## src/sv/mbrtu_pkg.sv

```systemverilog
package mbrtu_pkg;

    typedef enum logic [1:0] {
        PH_HUNT    = 2'd0,
        PH_COLLECT = 2'd1,
        PH_DROP    = 2'd2
    } t_phase;

    typedef enum logic [2:0] {
        ST_OK        = 3'd0,
        ST_ILL_FUNC  = 3'd1,
        ST_ILL_QTY   = 3'd2,
        ST_CRC_ERR   = 3'd3,
        ST_SHORT     = 3'd4
    } t_status;

    typedef struct packed {
        t_status    status;
        logic [7:0] length;
    } t_hdr_res;

    localparam logic [7:0]  SLAVE_ADDR_RST = 8'h01;
    localparam logic [7:0]  FC_BASIC_FIRST = 8'h01;
    localparam logic [7:0]  FC_BASIC_LAST  = 8'h06;
    localparam logic [7:0]  FC_WR_COILS    = 8'h0F;
    localparam logic [7:0]  FC_WR_REGS     = 8'h10;
    localparam logic [15:0] MAX_COILS      = 16'h07B0;
    localparam logic [15:0] MAX_REGS       = 16'h007B;
    localparam logic [7:0]  HDR_LEN        = 8'd8;
    localparam logic [7:0]  HDR_LAST_POS   = 8'd7;
    localparam logic [7:0]  TRAILER_LEN    = 8'd9;
    localparam logic [15:0] CRC_INIT       = 16'hFFFF;
    localparam logic [15:0] CRC_POLY       = 16'hA001;

    function automatic logic is_multi(input logic [7:0] fc);
        return (fc == FC_WR_COILS) || (fc == FC_WR_REGS);
    endfunction

    // One byte of the reflected Modbus CRC-16.
    function automatic logic [15:0] crc_absorb(input logic [15:0] crc, input logic [7:0] b);
        logic [15:0] c;
        c = crc ^ {8'h00, b};
        for (int i = 0; i < 8; i++) begin
            if (c[0]) begin
                c = (c >> 1) ^ CRC_POLY;
            end else begin
                c = c >> 1;
            end
        end
        return c;
    endfunction

endpackage

```

## src/sv/mbrtu_ifs.sv

```systemverilog
interface mbrtu_in_if;
    logic       valid;
    logic       ready;
    logic [7:0] rx_byte;
    logic       gap;

    modport source (output valid, output rx_byte, output gap, input ready);
    modport sink   (input valid, input rx_byte, input gap, output ready);
endinterface

interface mbrtu_out_if;
    logic        valid;
    logic        ready;
    logic [2:0]  status;
    logic [7:0]  function_code;
    logic [15:0] start_address;
    logic [15:0] quantity;
    logic [7:0]  byte_count;
    logic [7:0]  frame_length;

    modport source (output valid, output status, output function_code, output start_address,
                    output quantity, output byte_count, output frame_length, input ready);
    modport sink   (input valid, input status, input function_code, input start_address,
                    input quantity, input byte_count, input frame_length, output ready);
endinterface

```

## src/sv/mbrtu_hdr_check.sv

```systemverilog
module mbrtu_hdr_check (
    input  logic [7:0]              i_function,
    input  logic [15:0]             i_quantity,
    input  logic [7:0]              i_count,
    output mbrtu_pkg::t_hdr_res     o_res
);

    logic [16:0] coil_sum;
    logic [13:0] coil_bytes;
    logic [16:0] reg_bytes;
    logic        qty_nonzero;

    assign coil_sum    = {1'b0, i_quantity} + 17'd7;
    assign coil_bytes  = coil_sum[16:3];
    assign reg_bytes   = {i_quantity, 1'b0};
    assign qty_nonzero = (i_quantity != 16'd0);

    always_comb begin
        o_res.status = mbrtu_pkg::ST_ILL_FUNC;
        o_res.length = 8'd0;
        case (i_function) inside
            [mbrtu_pkg::FC_BASIC_FIRST:mbrtu_pkg::FC_BASIC_LAST]: begin
                o_res.status = mbrtu_pkg::ST_OK;
                o_res.length = mbrtu_pkg::HDR_LEN;
            end
            mbrtu_pkg::FC_WR_COILS: begin
                if (qty_nonzero && (i_quantity <= mbrtu_pkg::MAX_COILS)
                        && (coil_bytes == {6'd0, i_count})) begin
                    o_res.status = mbrtu_pkg::ST_OK;
                    o_res.length = coil_bytes[7:0] + mbrtu_pkg::TRAILER_LEN;
                end else begin
                    o_res.status = mbrtu_pkg::ST_ILL_QTY;
                end
            end
            mbrtu_pkg::FC_WR_REGS: begin
                if (qty_nonzero && (i_quantity <= mbrtu_pkg::MAX_REGS)
                        && (reg_bytes == {9'd0, i_count})) begin
                    o_res.status = mbrtu_pkg::ST_OK;
                    o_res.length = reg_bytes[7:0] + mbrtu_pkg::TRAILER_LEN;
                end else begin
                    o_res.status = mbrtu_pkg::ST_ILL_QTY;
                end
            end
            default: begin
                o_res.status = mbrtu_pkg::ST_ILL_FUNC;
                o_res.length = 8'd0;
            end
        endcase
    end

endmodule

```

## src/sv/modbus_rtu_request_frame_checker_top.sv

```systemverilog
// A registered result appears on the output in the cycle after the transfer of the byte or gap
// that completes or ends the frame.
// Throughput: one input item per cycle; the parser state and the CRC step are combinational.
// A result that is held back stalls the input until the cycle in which it is taken.
// Reset (synchronous, active low): hunting for the address, slave address 1, output empty.
module modbus_rtu_request_frame_checker_top (
    input  logic               i_clk,
    input  logic               i_rst_n,
    input  logic               i_cfg_wr_en,
    input  logic [7:0]         i_cfg_wr_data,
    mbrtu_in_if.sink           i_in,
    mbrtu_out_if.source        o_out
);

    mbrtu_pkg::t_phase r_phase, n_phase;
    logic [7:0]  r_slave_addr;
    logic [7:0]  r_pos, n_pos;
    logic [7:0]  r_needed, n_needed;
    logic [15:0] r_crc, n_crc;
    logic [15:0] r_tail, n_tail;
    logic [7:0]  r_function, n_function;
    logic [15:0] r_start, n_start;
    logic [15:0] r_quantity, n_quantity;
    logic [7:0]  r_count, n_count;

    logic        r_out_valid;
    logic [2:0]  r_status;
    logic [7:0]  r_out_function;
    logic [15:0] r_out_start;
    logic [15:0] r_out_quantity;
    logic [7:0]  r_out_count;
    logic [7:0]  r_out_length;

    logic                 accept;
    logic                 res_valid;
    mbrtu_pkg::t_status   res_status;
    logic [7:0]           res_length;
    mbrtu_pkg::t_hdr_res  hdr;

    assign i_in.ready = !r_out_valid || o_out.ready;
    assign accept     = i_in.valid && i_in.ready;

    // Function, quantity and count are all settled before the eighth byte arrives.
    mbrtu_hdr_check u_hdr_check (
        .i_function (r_function),
        .i_quantity (r_quantity),
        .i_count    (r_count),
        .o_res      (hdr)
    );

    always_comb begin
        n_phase    = r_phase;
        n_pos      = r_pos;
        n_needed   = r_needed;
        n_crc      = r_crc;
        n_tail     = r_tail;
        n_function = r_function;
        n_start    = r_start;
        n_quantity = r_quantity;
        n_count    = r_count;
        res_valid  = 1'b0;
        res_status = mbrtu_pkg::ST_OK;
        res_length = 8'd0;
        if (accept) begin
            unique case (r_phase)
                mbrtu_pkg::PH_DROP: begin
                    if (i_in.gap) begin
                        n_phase = mbrtu_pkg::PH_HUNT;
                    end
                end
                mbrtu_pkg::PH_COLLECT: begin
                    if (i_in.gap) begin
                        n_phase    = mbrtu_pkg::PH_HUNT;
                        res_valid  = 1'b1;
                        res_status = mbrtu_pkg::ST_SHORT;
                        res_length = r_needed;
                    end else begin
                        // The last two bytes stay out of the CRC until more bytes follow.
                        if (r_pos >= 8'd2) begin
                            n_crc = mbrtu_pkg::crc_absorb(r_crc, r_tail[15:8]);
                        end
                        n_tail = {r_tail[7:0], i_in.rx_byte};
                        case (r_pos)
                            8'd1: n_function = i_in.rx_byte;
                            8'd2: n_start[15:8] = i_in.rx_byte;
                            8'd3: n_start[7:0] = i_in.rx_byte;
                            8'd4: n_quantity[15:8] = i_in.rx_byte;
                            8'd5: n_quantity[7:0] = i_in.rx_byte;
                            8'd6: n_count = i_in.rx_byte;
                            default: ;
                        endcase
                        n_pos = r_pos + 8'd1;
                        if ((r_pos == mbrtu_pkg::HDR_LAST_POS)
                                && (hdr.status != mbrtu_pkg::ST_OK)) begin
                            n_phase    = mbrtu_pkg::PH_DROP;
                            res_valid  = 1'b1;
                            res_status = hdr.status;
                            res_length = 8'd0;
                        end else begin
                            if (r_pos == mbrtu_pkg::HDR_LAST_POS) begin
                                n_needed = hdr.length;
                            end
                            if ((n_pos >= mbrtu_pkg::HDR_LEN) && (n_pos >= n_needed)) begin
                                res_valid  = 1'b1;
                                res_length = n_needed;
                                if ({n_tail[7:0], n_tail[15:8]} != n_crc) begin
                                    n_phase    = mbrtu_pkg::PH_DROP;
                                    res_status = mbrtu_pkg::ST_CRC_ERR;
                                end else begin
                                    n_phase    = mbrtu_pkg::PH_HUNT;
                                    res_status = mbrtu_pkg::ST_OK;
                                end
                            end
                        end
                    end
                end
                default: begin
                    n_phase = mbrtu_pkg::PH_HUNT;
                    if (!i_in.gap && (i_in.rx_byte == r_slave_addr)) begin
                        n_phase    = mbrtu_pkg::PH_COLLECT;
                        n_pos      = 8'd1;
                        n_needed   = mbrtu_pkg::HDR_LEN;
                        n_crc      = mbrtu_pkg::CRC_INIT;
                        n_tail     = {8'h00, i_in.rx_byte};
                        n_function = 8'd0;
                        n_start    = 16'd0;
                        n_quantity = 16'd0;
                        n_count    = 8'd0;
                    end
                end
            endcase
        end
    end

    always_ff @(posedge i_clk) begin
        if (!i_rst_n) begin
            r_phase      <= mbrtu_pkg::PH_HUNT;
            r_slave_addr <= mbrtu_pkg::SLAVE_ADDR_RST;
            r_pos        <= 8'd0;
            r_needed     <= mbrtu_pkg::HDR_LEN;
            r_crc        <= mbrtu_pkg::CRC_INIT;
            r_tail       <= 16'd0;
            r_function   <= 8'd0;
            r_start      <= 16'd0;
            r_quantity   <= 16'd0;
            r_count      <= 8'd0;
            r_out_valid  <= 1'b0;
        end else begin
            r_phase    <= n_phase;
            r_pos      <= n_pos;
            r_needed   <= n_needed;
            r_crc      <= n_crc;
            r_tail     <= n_tail;
            r_function <= n_function;
            r_start    <= n_start;
            r_quantity <= n_quantity;
            r_count    <= n_count;
            if (i_cfg_wr_en) begin
                r_slave_addr <= i_cfg_wr_data;
            end
            if (accept && res_valid) begin
                r_out_valid <= 1'b1;
            end else if (o_out.ready) begin
                r_out_valid <= 1'b0;
            end
        end
    end

    always_ff @(posedge i_clk) begin
        if (accept && res_valid) begin
            r_status       <= res_status;
            r_out_function <= n_function;
            r_out_start    <= n_start;
            r_out_quantity <= n_quantity;
            r_out_count    <= mbrtu_pkg::is_multi(n_function) ? n_count : 8'd0;
            r_out_length   <= res_length;
        end
    end

    assign o_out.valid         = r_out_valid;
    assign o_out.status        = r_status;
    assign o_out.function_code = r_out_function;
    assign o_out.start_address = r_out_start;
    assign o_out.quantity      = r_out_quantity;
    assign o_out.byte_count    = r_out_count;
    assign o_out.frame_length  = r_out_length;

endmodule

```

## src/flat_wrapper.sv

```systemverilog
// flat-port wrapper written by rule: the top's interface ports become plain ports
module modbus_rtu_request_frame_checker_top_flat 
  (i_clk, i_rst_n, i_cfg_wr_en, i_cfg_wr_data, i_in_valid, i_in_rx_byte, i_in_gap, i_in_ready, o_out_valid, o_out_status, o_out_function_code, o_out_start_address, o_out_quantity, o_out_byte_count, o_out_frame_length, o_out_ready);
  mbrtu_in_if i_in_i ();
  mbrtu_out_if o_out_i ();
  input  logic i_clk;
  input  logic i_rst_n;
  input  logic i_cfg_wr_en;
  input  logic [7:0] i_cfg_wr_data;
  input wire logic [$bits(i_in_i.valid)-1:0] i_in_valid;
  input wire logic [$bits(i_in_i.rx_byte)-1:0] i_in_rx_byte;
  input wire logic [$bits(i_in_i.gap)-1:0] i_in_gap;
  output wire logic [$bits(i_in_i.ready)-1:0] i_in_ready;
  output wire logic [$bits(o_out_i.valid)-1:0] o_out_valid;
  output wire logic [$bits(o_out_i.status)-1:0] o_out_status;
  output wire logic [$bits(o_out_i.function_code)-1:0] o_out_function_code;
  output wire logic [$bits(o_out_i.start_address)-1:0] o_out_start_address;
  output wire logic [$bits(o_out_i.quantity)-1:0] o_out_quantity;
  output wire logic [$bits(o_out_i.byte_count)-1:0] o_out_byte_count;
  output wire logic [$bits(o_out_i.frame_length)-1:0] o_out_frame_length;
  input wire logic [$bits(o_out_i.ready)-1:0] o_out_ready;
  assign i_in_i.valid = i_in_valid;
  assign i_in_i.rx_byte = i_in_rx_byte;
  assign i_in_i.gap = i_in_gap;
  assign i_in_ready = i_in_i.ready;
  assign o_out_valid = o_out_i.valid;
  assign o_out_status = o_out_i.status;
  assign o_out_function_code = o_out_i.function_code;
  assign o_out_start_address = o_out_i.start_address;
  assign o_out_quantity = o_out_i.quantity;
  assign o_out_byte_count = o_out_i.byte_count;
  assign o_out_frame_length = o_out_i.frame_length;
  assign o_out_i.ready = o_out_ready;
  modbus_rtu_request_frame_checker_top u_core (.i_clk(i_clk), .i_rst_n(i_rst_n), .i_cfg_wr_en(i_cfg_wr_en), .i_cfg_wr_data(i_cfg_wr_data), .i_in(i_in_i), .o_out(o_out_i));
endmodule
```

## config.mk

```make
export PLATFORM = sky130hd
export DESIGN_NAME = modbus_rtu_request_frame_checker_top_flat
export DESIGN_NICKNAME = d
export VERILOG_FILES = /design/src/sv/mbrtu_pkg.sv /design/src/sv/mbrtu_ifs.sv /design/src/sv/mbrtu_hdr_check.sv /design/src/sv/modbus_rtu_request_frame_checker_top.sv /design/src/flat_wrapper.sv
export SDC_FILE = /design/constraint.sdc
export NUM_CORES = 1
export LEC_CHECK = 0
export BUFFER_PORTS_ARGS = -buffer_cell sky130_fd_sc_hd__buf_4
export CORE_MARGIN = 10
export CORE_UTILIZATION = 55
export DETAILED_ROUTE_END_ITERATION = 8
export HOLD_SLACK_MARGIN = 0.03
export PLACE_DENSITY = 0.85
export SETUP_SLACK_MARGIN = 0.4
export SLEW_MARGIN = 20
export SYNTH_ARGS = -nofsm -noshare
export SYNTH_HDL_FRONTEND = slang
export SYNTH_HIERARCHICAL = 1
export SYNTH_SLANG_ARGS = --single-unit
```

## constraint.sdc

```tcl
create_clock -name i_clk -period 8.6 [get_ports i_clk]
set_input_delay 0.86 -clock i_clk [delete_from_list [all_inputs] [get_ports i_clk]]
set_output_delay 0.86 -clock i_clk [all_outputs]
set_load 0.01 [all_outputs]
```

==> impl_metrics.ini, run 1 <==
[setup_path]
cp.arrival_ns = 5.45
endpoint_kind = flip-flop
startpoint_type = flip-flop
crit_required_ns = 8.69
crit_path_max_fanout = 35
critPathKind = flip-flop to flip-flop

[timing]
slew_violations = 0
setup_viol = 0
fin_crit_sh_pct = 62.3
fin_tns_setup_ns = 0
final-hold-violation-count = 0
maxSlewHeadroom_pct = 38.2
worst_pin_slew_ns = 0.926
fmax_mhz = 187
fin_skew_ns = 0.0166
holdWs_ns = 0.489
rsz0062_at_grt = no
fin_crit_ns = 5.36

[logic_synthesis]
seq_area_frac_synth_pct = 43.6
ys_warn_count = 6
synthDominantCellAreaShare_pct = 23.9
postSynthAreaPerCell_sq_um = 9.61
synth_largest_area_cell = dfxtp_1
synth-seq-cells = 166
synth_area_sq_mm = 0.00897
synth-async-reset-ratio_pct = 0
syn_nets = 974
ys.flop_type = dfxtp_1
ys_types = 80
synth.area.top_cells = dfxtp_1, edfxtp_1, xnor2_1
synth_edf_count = 59
syn_inst = 934

[cts]
ctsHoldBuffers = 0
clkSinkCount = 166
cts_resized = 0
cts_tree = yes
htree_levels = 4
cts.clk_slew.worst_paths_ns = 0.07
cts_root_buffer = clkbuf_16
numCtsBuffers = 17
insertion_delay_ns = 0.45
cts_max_path_buffers = 2
cts_setup_buffers = 0

[global_routing]
grt_usage_pct = 21.5
grt_pass1_vias = 7176
grt_max_degree = 69
grt_pass1_wl_um = 38100
antenna_found_initial = 0
overflow = 0

[final_layout]
nets = 1028
final_util_pct = 64.4
n_antenna_cell = 0
seqCellArea_sq_mm = 0.00391
mostFrequentLayoutCells = dfxtp_1, nand2_1, buf_4
fillerInstances = 1238
areaGrowthSynthToFinish_pct = 14.4
drive_gt1_share_pct = 15.7
multiInputGateArea_sq_mm = 0.00474
final_common_cell = dfxtp_1

[placed_design]
hpwlAfterDp_um = 16900
finalWeightedCongestion = 1.06
io_buffers = 82

[power]
peakVddDrop_v = 0.000144
total_power_mw = 1.62
leakagePower_nw = 3.85
powerDensity_mw_per_mm2 = 158

[floorplan]
die_y_um = 148
dieWidth_um = 148
core_sq_mm = 0.0159
ios = 83
rows = 46
initial_core_util_pct = 56.3
die_area_sq_mm = 0.0218

[flow_run]
drv_cap = 0

[outcome]
status = finished clean

[detailed_routing]
drc_errors = 0
firstDrtPassIters = 6
wl_per_cell_um = 19.7
vias_per_cell = 6.10
routed_wl_um = 23900
vias = 7419
drt_iter0_drc = 933
ant_nets = 0

[worst_hold_path]
worstHoldPathType = flip-flop to flip-flop
-- power breakdown --
part	switching, mW	internal, mW
combinational	0.0321	0.0160
clock	0.340	0.425
sequential	0.00165	0.809
-- sequential cells by signal, summed over array words and instances (netlist names), 16 cells and up --
register,cells
u_core/o_out.quantity,16
u_core/r_quantity,16
u_core/r_start,16
u_core/r_crc,16
u_core/o_out.start_address,16
u_core/r_tail,16
-- metrics by stage --
stage / instances / worst slack [ns] / area, sq um
after floorplan: 934 / 1.92 / 8970
after global placement: 1185 / 3.42 / 9670
after detailed placement: 1185 / 3.24 / 9670
after CTS: 1217 / 3.21 / 10300
after global routing: 1217 / 2.75 / 10300
final: 1217 / 3.24 / 10300
-- path summary, 6_finish.rpt --
kind                                         from                                         end  slack, ns  cells after the start
hold / removal     u_core/r_phase[1]$_SDFFE_PN0P_              u_core/r_phase[1]$_SDFFE_PN0P_       0.49                      2
setup / recovery  u_core/r_quantity[6]$_SDFF_PN0_  u_core/o_out.frame_length[2]$_SDFFCE_PN0P_       3.24                     16
setup reg to reg  u_core/r_quantity[6]$_SDFF_PN0_  u_core/o_out.frame_length[2]$_SDFFCE_PN0P_       3.24                     16
hold reg to reg    u_core/r_phase[1]$_SDFFE_PN0P_              u_core/r_phase[1]$_SDFFE_PN0P_       0.49                      2
-- cell families after synthesis --
family / after synthesis / share of synthesized area [%]
buf+inv: 77 / 3.82
flops: 166 / 43.6
compound gates: 221 / 17.1
other cells: 1 / 0.0418
simple gates: 341 / 19.7
mux: 23 / 2.66
fa+ha+maj: 18 / 2.51
xor+xnor: 87 / 10.6
-- layout make-up --
class | instances | area share (%)
Multi-Input combinational cell | 691 | 46.2
Sequential cell | 166 | 38.1
Timing Repair Buffer | 88 | 6.44
Clock buffer | 19 | 4.42
Tap cell | 216 | 2.63
Clock inverter | 13 | 1.32
Inverter | 24 | 0.878
-- layer usage --
layer | global-route usage (%) | up-vias | wire (um)
met5 | 0 | - | 0
met4 | 7.63 | 0 | 536
met3 | 4.55 | 54 | 1920
met2 | 36.0 | 395 | 11700
met1 | 26.9 | 3494 | 9840
li1 | - | 3476 | -
-- worst max-delay path: stages, from the launching register on --
cell       delay (ns)
dfxtp_1          0.65
clkinv_1         0.45
a2111oi_4        0.44
xnor2_1          0.17
o22ai_1          0.10
nor4_2           0.28
a21oi_1          0.20
nor2_1           0.13
mux2i_1          0.11
ha_1             0.33
a21o_1           0.10
a21o_1           0.10
a21oi_1          0.06
o21ai_0          0.39
nand2_1          0.18
a21oi_4          0.77
buf_4            0.52
-- synthesized netlist by cell type, types with 6 or more instances --
library cell / instances
nand4_1: 8
and2_1: 51
o21ai_0: 31
a22oi_1: 15
ha_1: 18
a21o_1: 6
nor2_1: 72
xnor3_1: 6
nor3_1: 11
edfxtp_1: 59
inv_1: 23
a2bb2oi_1: 7
clkbuf_1: 36
xnor2_1: 44
xor2_1: 28
dfxtp_1: 107
and3_1: 20
or3_1: 8
nand3_1: 32
o21ai_1: 8
nand2_1: 94
buf_2: 10
mux2i_1: 18
o22ai_1: 15
a22o_1: 30
a21oi_1: 61
nor4_1: 10
(Power assumes the default switching activity.)
==> inputs of run 2 (changes only) <==
- ABC_AREA: default -> 1
- PLACE_DENSITY: 0.85 -> 0.87
- clock period: 8.6 -> 4.7 ns (I/O delays scaled with it)
==> run 2 against run 1 <==
Against the previous run: hold slack got worse by 0.23 ns; clock power increased by 81%; cell area increased by 6.9%; global-route usage increased by 3.0 points; sequential power increased by 89%; maximum frequency increased by 34%; synthesized cell count increased by 41%; highest routed layer unchanged.
==> impl_metrics.ini, run 2 <==
[outcome]
status = finished clean

[detailed_routing]
vias = 9446
drt_iter0_drc = 1235
wl_per_cell_um = 17.6
routed_wl_um = 28600
ant_nets = 0
firstDrtPassIters = 6
vias_per_cell = 5.81
drc_errors = 0

[setup_path]
crit_end = u_core/o_out.status[2]$_SDFFCE_PN0P_
critPathKind = flip-flop to flip-flop
cp_top_family = simple AND/OR/NAND/NOR gates
cp.arrival_ns = 4.13
crit_path_max_incr_delay_ns = 0.39
cp_slowest_cell = dfxtp_1
reg2reg_from = u_core/r_quantity[2]$_SDFF_PN0_
path_cells = inv_1 > ha_1 > o21ai_2 > nand2_2 > nand2_1 > nand2_1 > ha_1 > nand2_1 > nand2_1 > nand2_1 > nand2_1 > o21ai_0 > inv_1 > nor2_2 > mux2i_1 > ha_1 > nand2_1 > nor2_1 > nand4_1 > o2111ai_1 > nand2_1 > a21oi_4 > clkbuf_16
crit_path_max_fanout = 30
startpoint_type = flip-flop
cp_num_buf_inv = 3
worstReg2RegEnd = u_core/o_out.status[2]$_SDFFCE_PN0P_
ff2ff_path_depth = 23
endpoint_kind = flip-flop
crit_top_cell = nand2_1
crit_required_ns = 4.83
crit_cells = 23
worstSetupStartpoint = u_core/r_quantity[2]$_SDFF_PN0_
r2r_slack_ns = 0.70

[global_routing]
grt_usage_pct = 24.6
overflow = 0
antenna_found_initial = 1
grt_pass1_wl_um = 45300
grt_pass1_vias = 8878
grt_max_degree = 61

[cts]
insertion_delay_ns = 0.44
cts_setup_buffers = 0
cts.clk_slew.worst_paths_ns = 0.07
cts_resized = 0
htree_levels = 4
cts_max_path_buffers = 2
numCtsBuffers = 17
ctsHoldBuffers = 0
cts_tree = yes
clkSinkCount = 166
cts_root_buffer = clkbuf_16

[floorplan]
die_area_sq_mm = 0.0230
dieWidth_um = 152
core_sq_mm = 0.0171
die_y_um = 152
initial_core_util_pct = 55.7
rows = 48
ios = 83

[placed_design]
finalWeightedCongestion = 0.935
post-place-ws_ns = 0.808
io_buffers = 82
hpwlAfterDp_um = 20600

[logic_synthesis]
postSynthAreaPerCell_sq_um = 7.25
syn_inst = 1314
synth_largest_area_cell = dfxtp_1
syn_nets = 1354
synth_edf_count = 59
seq_area_frac_synth_pct = 41.1
ys.flop_type = dfxtp_1
synth_area_sq_mm = 0.00953
ys_warn_count = 6
synth-seq-cells = 166
synthDominantCellAreaShare_pct = 22.5
ys_top_cells_by_count = nand2_1, inv_1, nor2_1, dfxtp_1, o21ai_0
post-synth-top-count-cell = nand2_1
synth-async-reset-ratio_pct = 0
synth.area.top_cells = dfxtp_1, edfxtp_1, nand2_1
ys_types = 53

[timing]
fin_tns_setup_ns = 0
fin_ws_ns = 0.701
maxSlewHeadroom_pct = 27.8
final-hold-violation-count = 0
rsz0062_at_grt = yes
fmax_mhz = 250
setup_viol = 0
fin_skew_ns = 0.00994
fin_crit_sh_pct = 85.1
worst_pin_slew_ns = 1.08
fin_crit_ns = 4.00
slew_violations = 0

[final_layout]
mostFrequentLayoutCells = nand2_1, inv_1, nor2_1
n_antenna_cell = 0
drive_gt1_share_pct = 15.1
areaGrowthSynthToFinish_pct = 15.1
final_common_cell = nand2_1
nets = 1427

[power]
leakagePower_nw = 4.76
powerDensity_mw_per_mm2 = 306
peakVddDrop_v = 0.000275

[worst_hold_path]
worstHoldPathType = input port to flip-flop

[flow_run]
drv_cap = 0
[run 2: worst min-delay path by stage]
stage / from / end / slack [ns] / depth (start not counted)
final: i_cfg_wr_data[0] / u_core/r_slave_addr[0]$_SDFFE_PN1P_ / 0.26 / 3
after global routing: i_cfg_wr_data[5] / u_core/r_slave_addr[5]$_SDFFE_PN0P_ / 0.27 / 3
after CTS: i_cfg_wr_data[0] / u_core/r_slave_addr[0]$_SDFFE_PN1P_ / 0.24 / 3
after detailed placement: u_core/r_slave_addr[3]$_SDFFE_PN0P_ / u_core/r_slave_addr[3]$_SDFFE_PN0P_ / 0.47 / 2
after global placement: u_core/r_slave_addr[3]$_SDFFE_PN0P_ / u_core/r_slave_addr[3]$_SDFFE_PN0P_ / 0.46 / 2
after floorplan: u_core/r_needed[3]$_SDFFE_PN1P_ / u_core/r_needed[3]$_SDFFE_PN1P_ / 0.45 / 2
[run 2: per-layer routing]
layer / wire length (um) / up-vias / part of all wire [%] / GRT usage (%)
met5: 0 / - / 0 / 0
met4: 767 / 0 / 2.7 / 8.87
met3: 2490 / 73 / 8.7 / 3.92
met2: 14100 / 522 / 49 / 43.2
met1: 11300 / 4364 / 39 / 29.7
li1: - / 4487 / - / -
[run 2: stage by stage]
step	power [mW]	area (sq um)	hold slack [ns]	std cells	utilization (%)
6_report	3.35	11000	0.256	1625	64.1
5_1_grt	3.48	11000	0.267	1625	64.1
4_1_cts	3.35	10900	0.242	1624	64.0
3_5_place_dp	1.97	10300	0.469	1592	60.4
3_3_place_gp	1.96	10300	0.458	1592	60.4
2_1_floorplan	1.85	9540	0.445	1314	-
[run 2: cell type report]
class / count / area [sq um]
fill: 1458 / 6140
inverter: 175 / 658
sequential: 166 / 3910
clock inverter: 15 / 183
tap: 225 / 282
timing repair buffer: 90 / 706
multi-input combinational: 937 / 4810
clock buffer: 17 / 425
[run 2: power breakdown]
part / switching, mW / total [mW] / internal, mW
Combinational: 0.311 / 0.432 / 0.121
Clock: 0.674 / 1.39 / 0.721
Sequential: 0.0210 / 1.53 / 1.51
[run 2: cells by family (layout without fill, tap and decap cells)]
family	after synthesis	in the layout	synth area share, %
buf+inv	211	297	8.64
other cells	1	1	0.0393
mux	6	6	0.630
xor+xnor	16	16	1.61
compound gates	255	255	16.0
fa+ha+maj	18	18	2.36
flops	166	166	41.1
simple gates	641	641	29.7
[run 2: tightest hold or removal path, delay by kind of cell]
| kind | cells | cell delay [ns] |
|---|---|---|
| compound gates | 2 | 0.11 |
| buf+inv | 1 | 0.08 |
==> inputs of run 3 (changes only) <==
- ABC_AREA: 1 -> 0
- CORE_UTILIZATION: 55 -> 54
- PLACE_DENSITY: 0.87 -> 0.86
==> run 3 against run 2 <==
Against the previous run: maximum frequency down 1.8%; core utilization down 0.51 points; routed wire length down 14%; sequential share of layout area up 2.0 points; first-iteration DRC count down 22%.
==> impl_metrics.ini, run 3 (synthesis gave the netlist of run 1 again) <==
[final_layout]
final_area_sq_mm = 0.0104
drive_gt1_share_pct = 17.9
mostFrequentLayoutCells = dfxtp_1, buf_4, nand2_1
n_antenna_cell = 0
final_common_cell = dfxtp_1
final_util_pct = 63.6
nets = 1039
fillerInstances = 1285
areaGrowthSynthToFinish_pct = 16.3

[cts]
numCtsBuffers = 17
cts.clk_slew.worst_paths_ns = 0.07
insertion_delay_ns = 0.43
cts_root_buffer = clkbuf_16
ctsHoldBuffers = 0
clkSinkCount = 166
cts_max_path_buffers = 2
htree_levels = 4
cts_tree = yes

[detailed_routing]
ant_nets = 0
vias = 7686
drc_errors = 0
drt_iter0_drc = 959
routed_wl_um = 24500
wl_per_cell_um = 19.9
vias_per_cell = 6.24
firstDrtPassIters = 7

[floorplan]
rows = 47
die_y_um = 149
core_sq_mm = 0.0164
ios = 83
initial_core_util_pct = 54.7
die_area_sq_mm = 0.0222
dieWidth_um = 149

[flow_run]
drv_cap = 0

[timing]
fmax_mhz = 246
fin_skew_ns = 0.0100
final-hold-violation-count = 0
rsz0062_at_grt = no
worst_pin_slew_ns = 0.894
holdWs_ns = 0.262
slew_violations = 0
fin_crit_sh_pct = 86.6
setup_viol = 0
fin_crit_ns = 4.07
maxSlewHeadroom_pct = 40.2
fin_tns_setup_ns = 0

[setup_path]
r2r_slack_ns = 0.63
crit_path_max_fanout = 25
cp.arrival_ns = 4.20
endpoint_kind = flip-flop
startpoint_type = flip-flop
critPathKind = flip-flop to flip-flop
crit_required_ns = 4.83

[placed_design]
finalWeightedCongestion = 0.966
place_area_sq_mm = 0.00979
hpwlAfterDp_um = 17100
io_buffers = 82

[worst_hold_path]
worstHoldPathType = input port to flip-flop

[global_routing]
grt_max_degree = 69
grt_usage_pct = 21.3
grt_pass1_vias = 7455
antenna_found_initial = 0
overflow = 0
grt_pass1_wl_um = 38600

[power]
pwr-share-comb_pct = 3.0
switching_share_pct = 22.5
power_switching_mw = 0.664
leakagePower_nw = 3.87
powerDensity_mw_per_mm2 = 282
p_seq_share_pct = 50.3
p_clk_share_pct = 46.6
peakVddDrop_v = 0.000250
p_int_mw = 2.28
total_power_mw = 2.94

[outcome]
status = finished clean
run 3: power by group through the flow:
stage / Clock, mW / Sequential (mW) / Combinational [mW]
floorplan: 0 / 1.51 / 0.0533
global placement: 0 / 1.51 / 0.0857
detailed placement: 0 / 1.51 / 0.0864
CTS: 1.38 / 1.48 / 0.0866
global route: 1.44 / 1.48 / 0.0943
finish: 1.37 / 1.48 / 0.0893
run 3: area by class of cell:
cell class	instances	area [sq um]	share of cell area (%)
inverters	24	95.1	0.911
multi-input cells	691	4790	45.9
clock inverters	10	109	1.04
flip-flops and latches	166	3930	37.6
clock buffers	21	462	4.42
well taps	220	275	2.64
repair buffers	99	773	7.41
run 3: critical path, cell delays in order, from the launching register on:
cell and delay, ns:
dfxtp_1 0.54, and2_1 0.32, and3_1 0.25, and4b_1 0.20, o21ai_1 0.14, nor4b_4 0.31
nand3_2 0.16, a221oi_2 0.30, mux2i_1 0.17, ha_1 0.31, o21a_1 0.10, o21a_1 0.10
o22a_1 0.23, nand2_2 0.09, a21oi_4 0.27, clkbuf_16 0.27
run 3: repair_timing:
action,4_1_cts,5_1_grt
resized for setup,0,8
buffers inserted,0,3
setup endpoints to repair,0,70
run 3: final timing paths:
| check | start | endpoint | cells past startpoint |
|---|---|---|---|
| max | u_core/r_quantity[8]$_SDFF_PN0_ | u_core/o_out.start_address[6]$_DFFE_PP_ | 15 |
| min | i_cfg_wr_data[0] | u_core/r_slave_addr[0]$_SDFFE_PN1P_ | 3 |
| max reg2reg | u_core/r_quantity[8]$_SDFF_PN0_ | u_core/o_out.start_address[6]$_DFFE_PP_ | 15 |
| min reg2reg | u_core/r_tail[0]$_SDFFE_PN0P_ | u_core/r_tail[0]$_SDFFE_PN0P_ | 2 |
run 3: layer usage:
metal  wire (um)  vias up  GRT usage (%)
met5           0        -              0
met4         714        0           8.64
met3        2060       91           4.61
met2       11800      451           35.7
met1        9930     3647           26.1
li1            -     3497              -
run 3: metrics by stage:
step | std cells | setup slack [ns]
after floorplan | 934 | 0.333
after global placement | 1196 | 0.645
after detailed placement | 1196 | 0.556
after CTS | 1227 | 0.522
after global routing | 1231 | 0.427
final | 1231 | 0.628
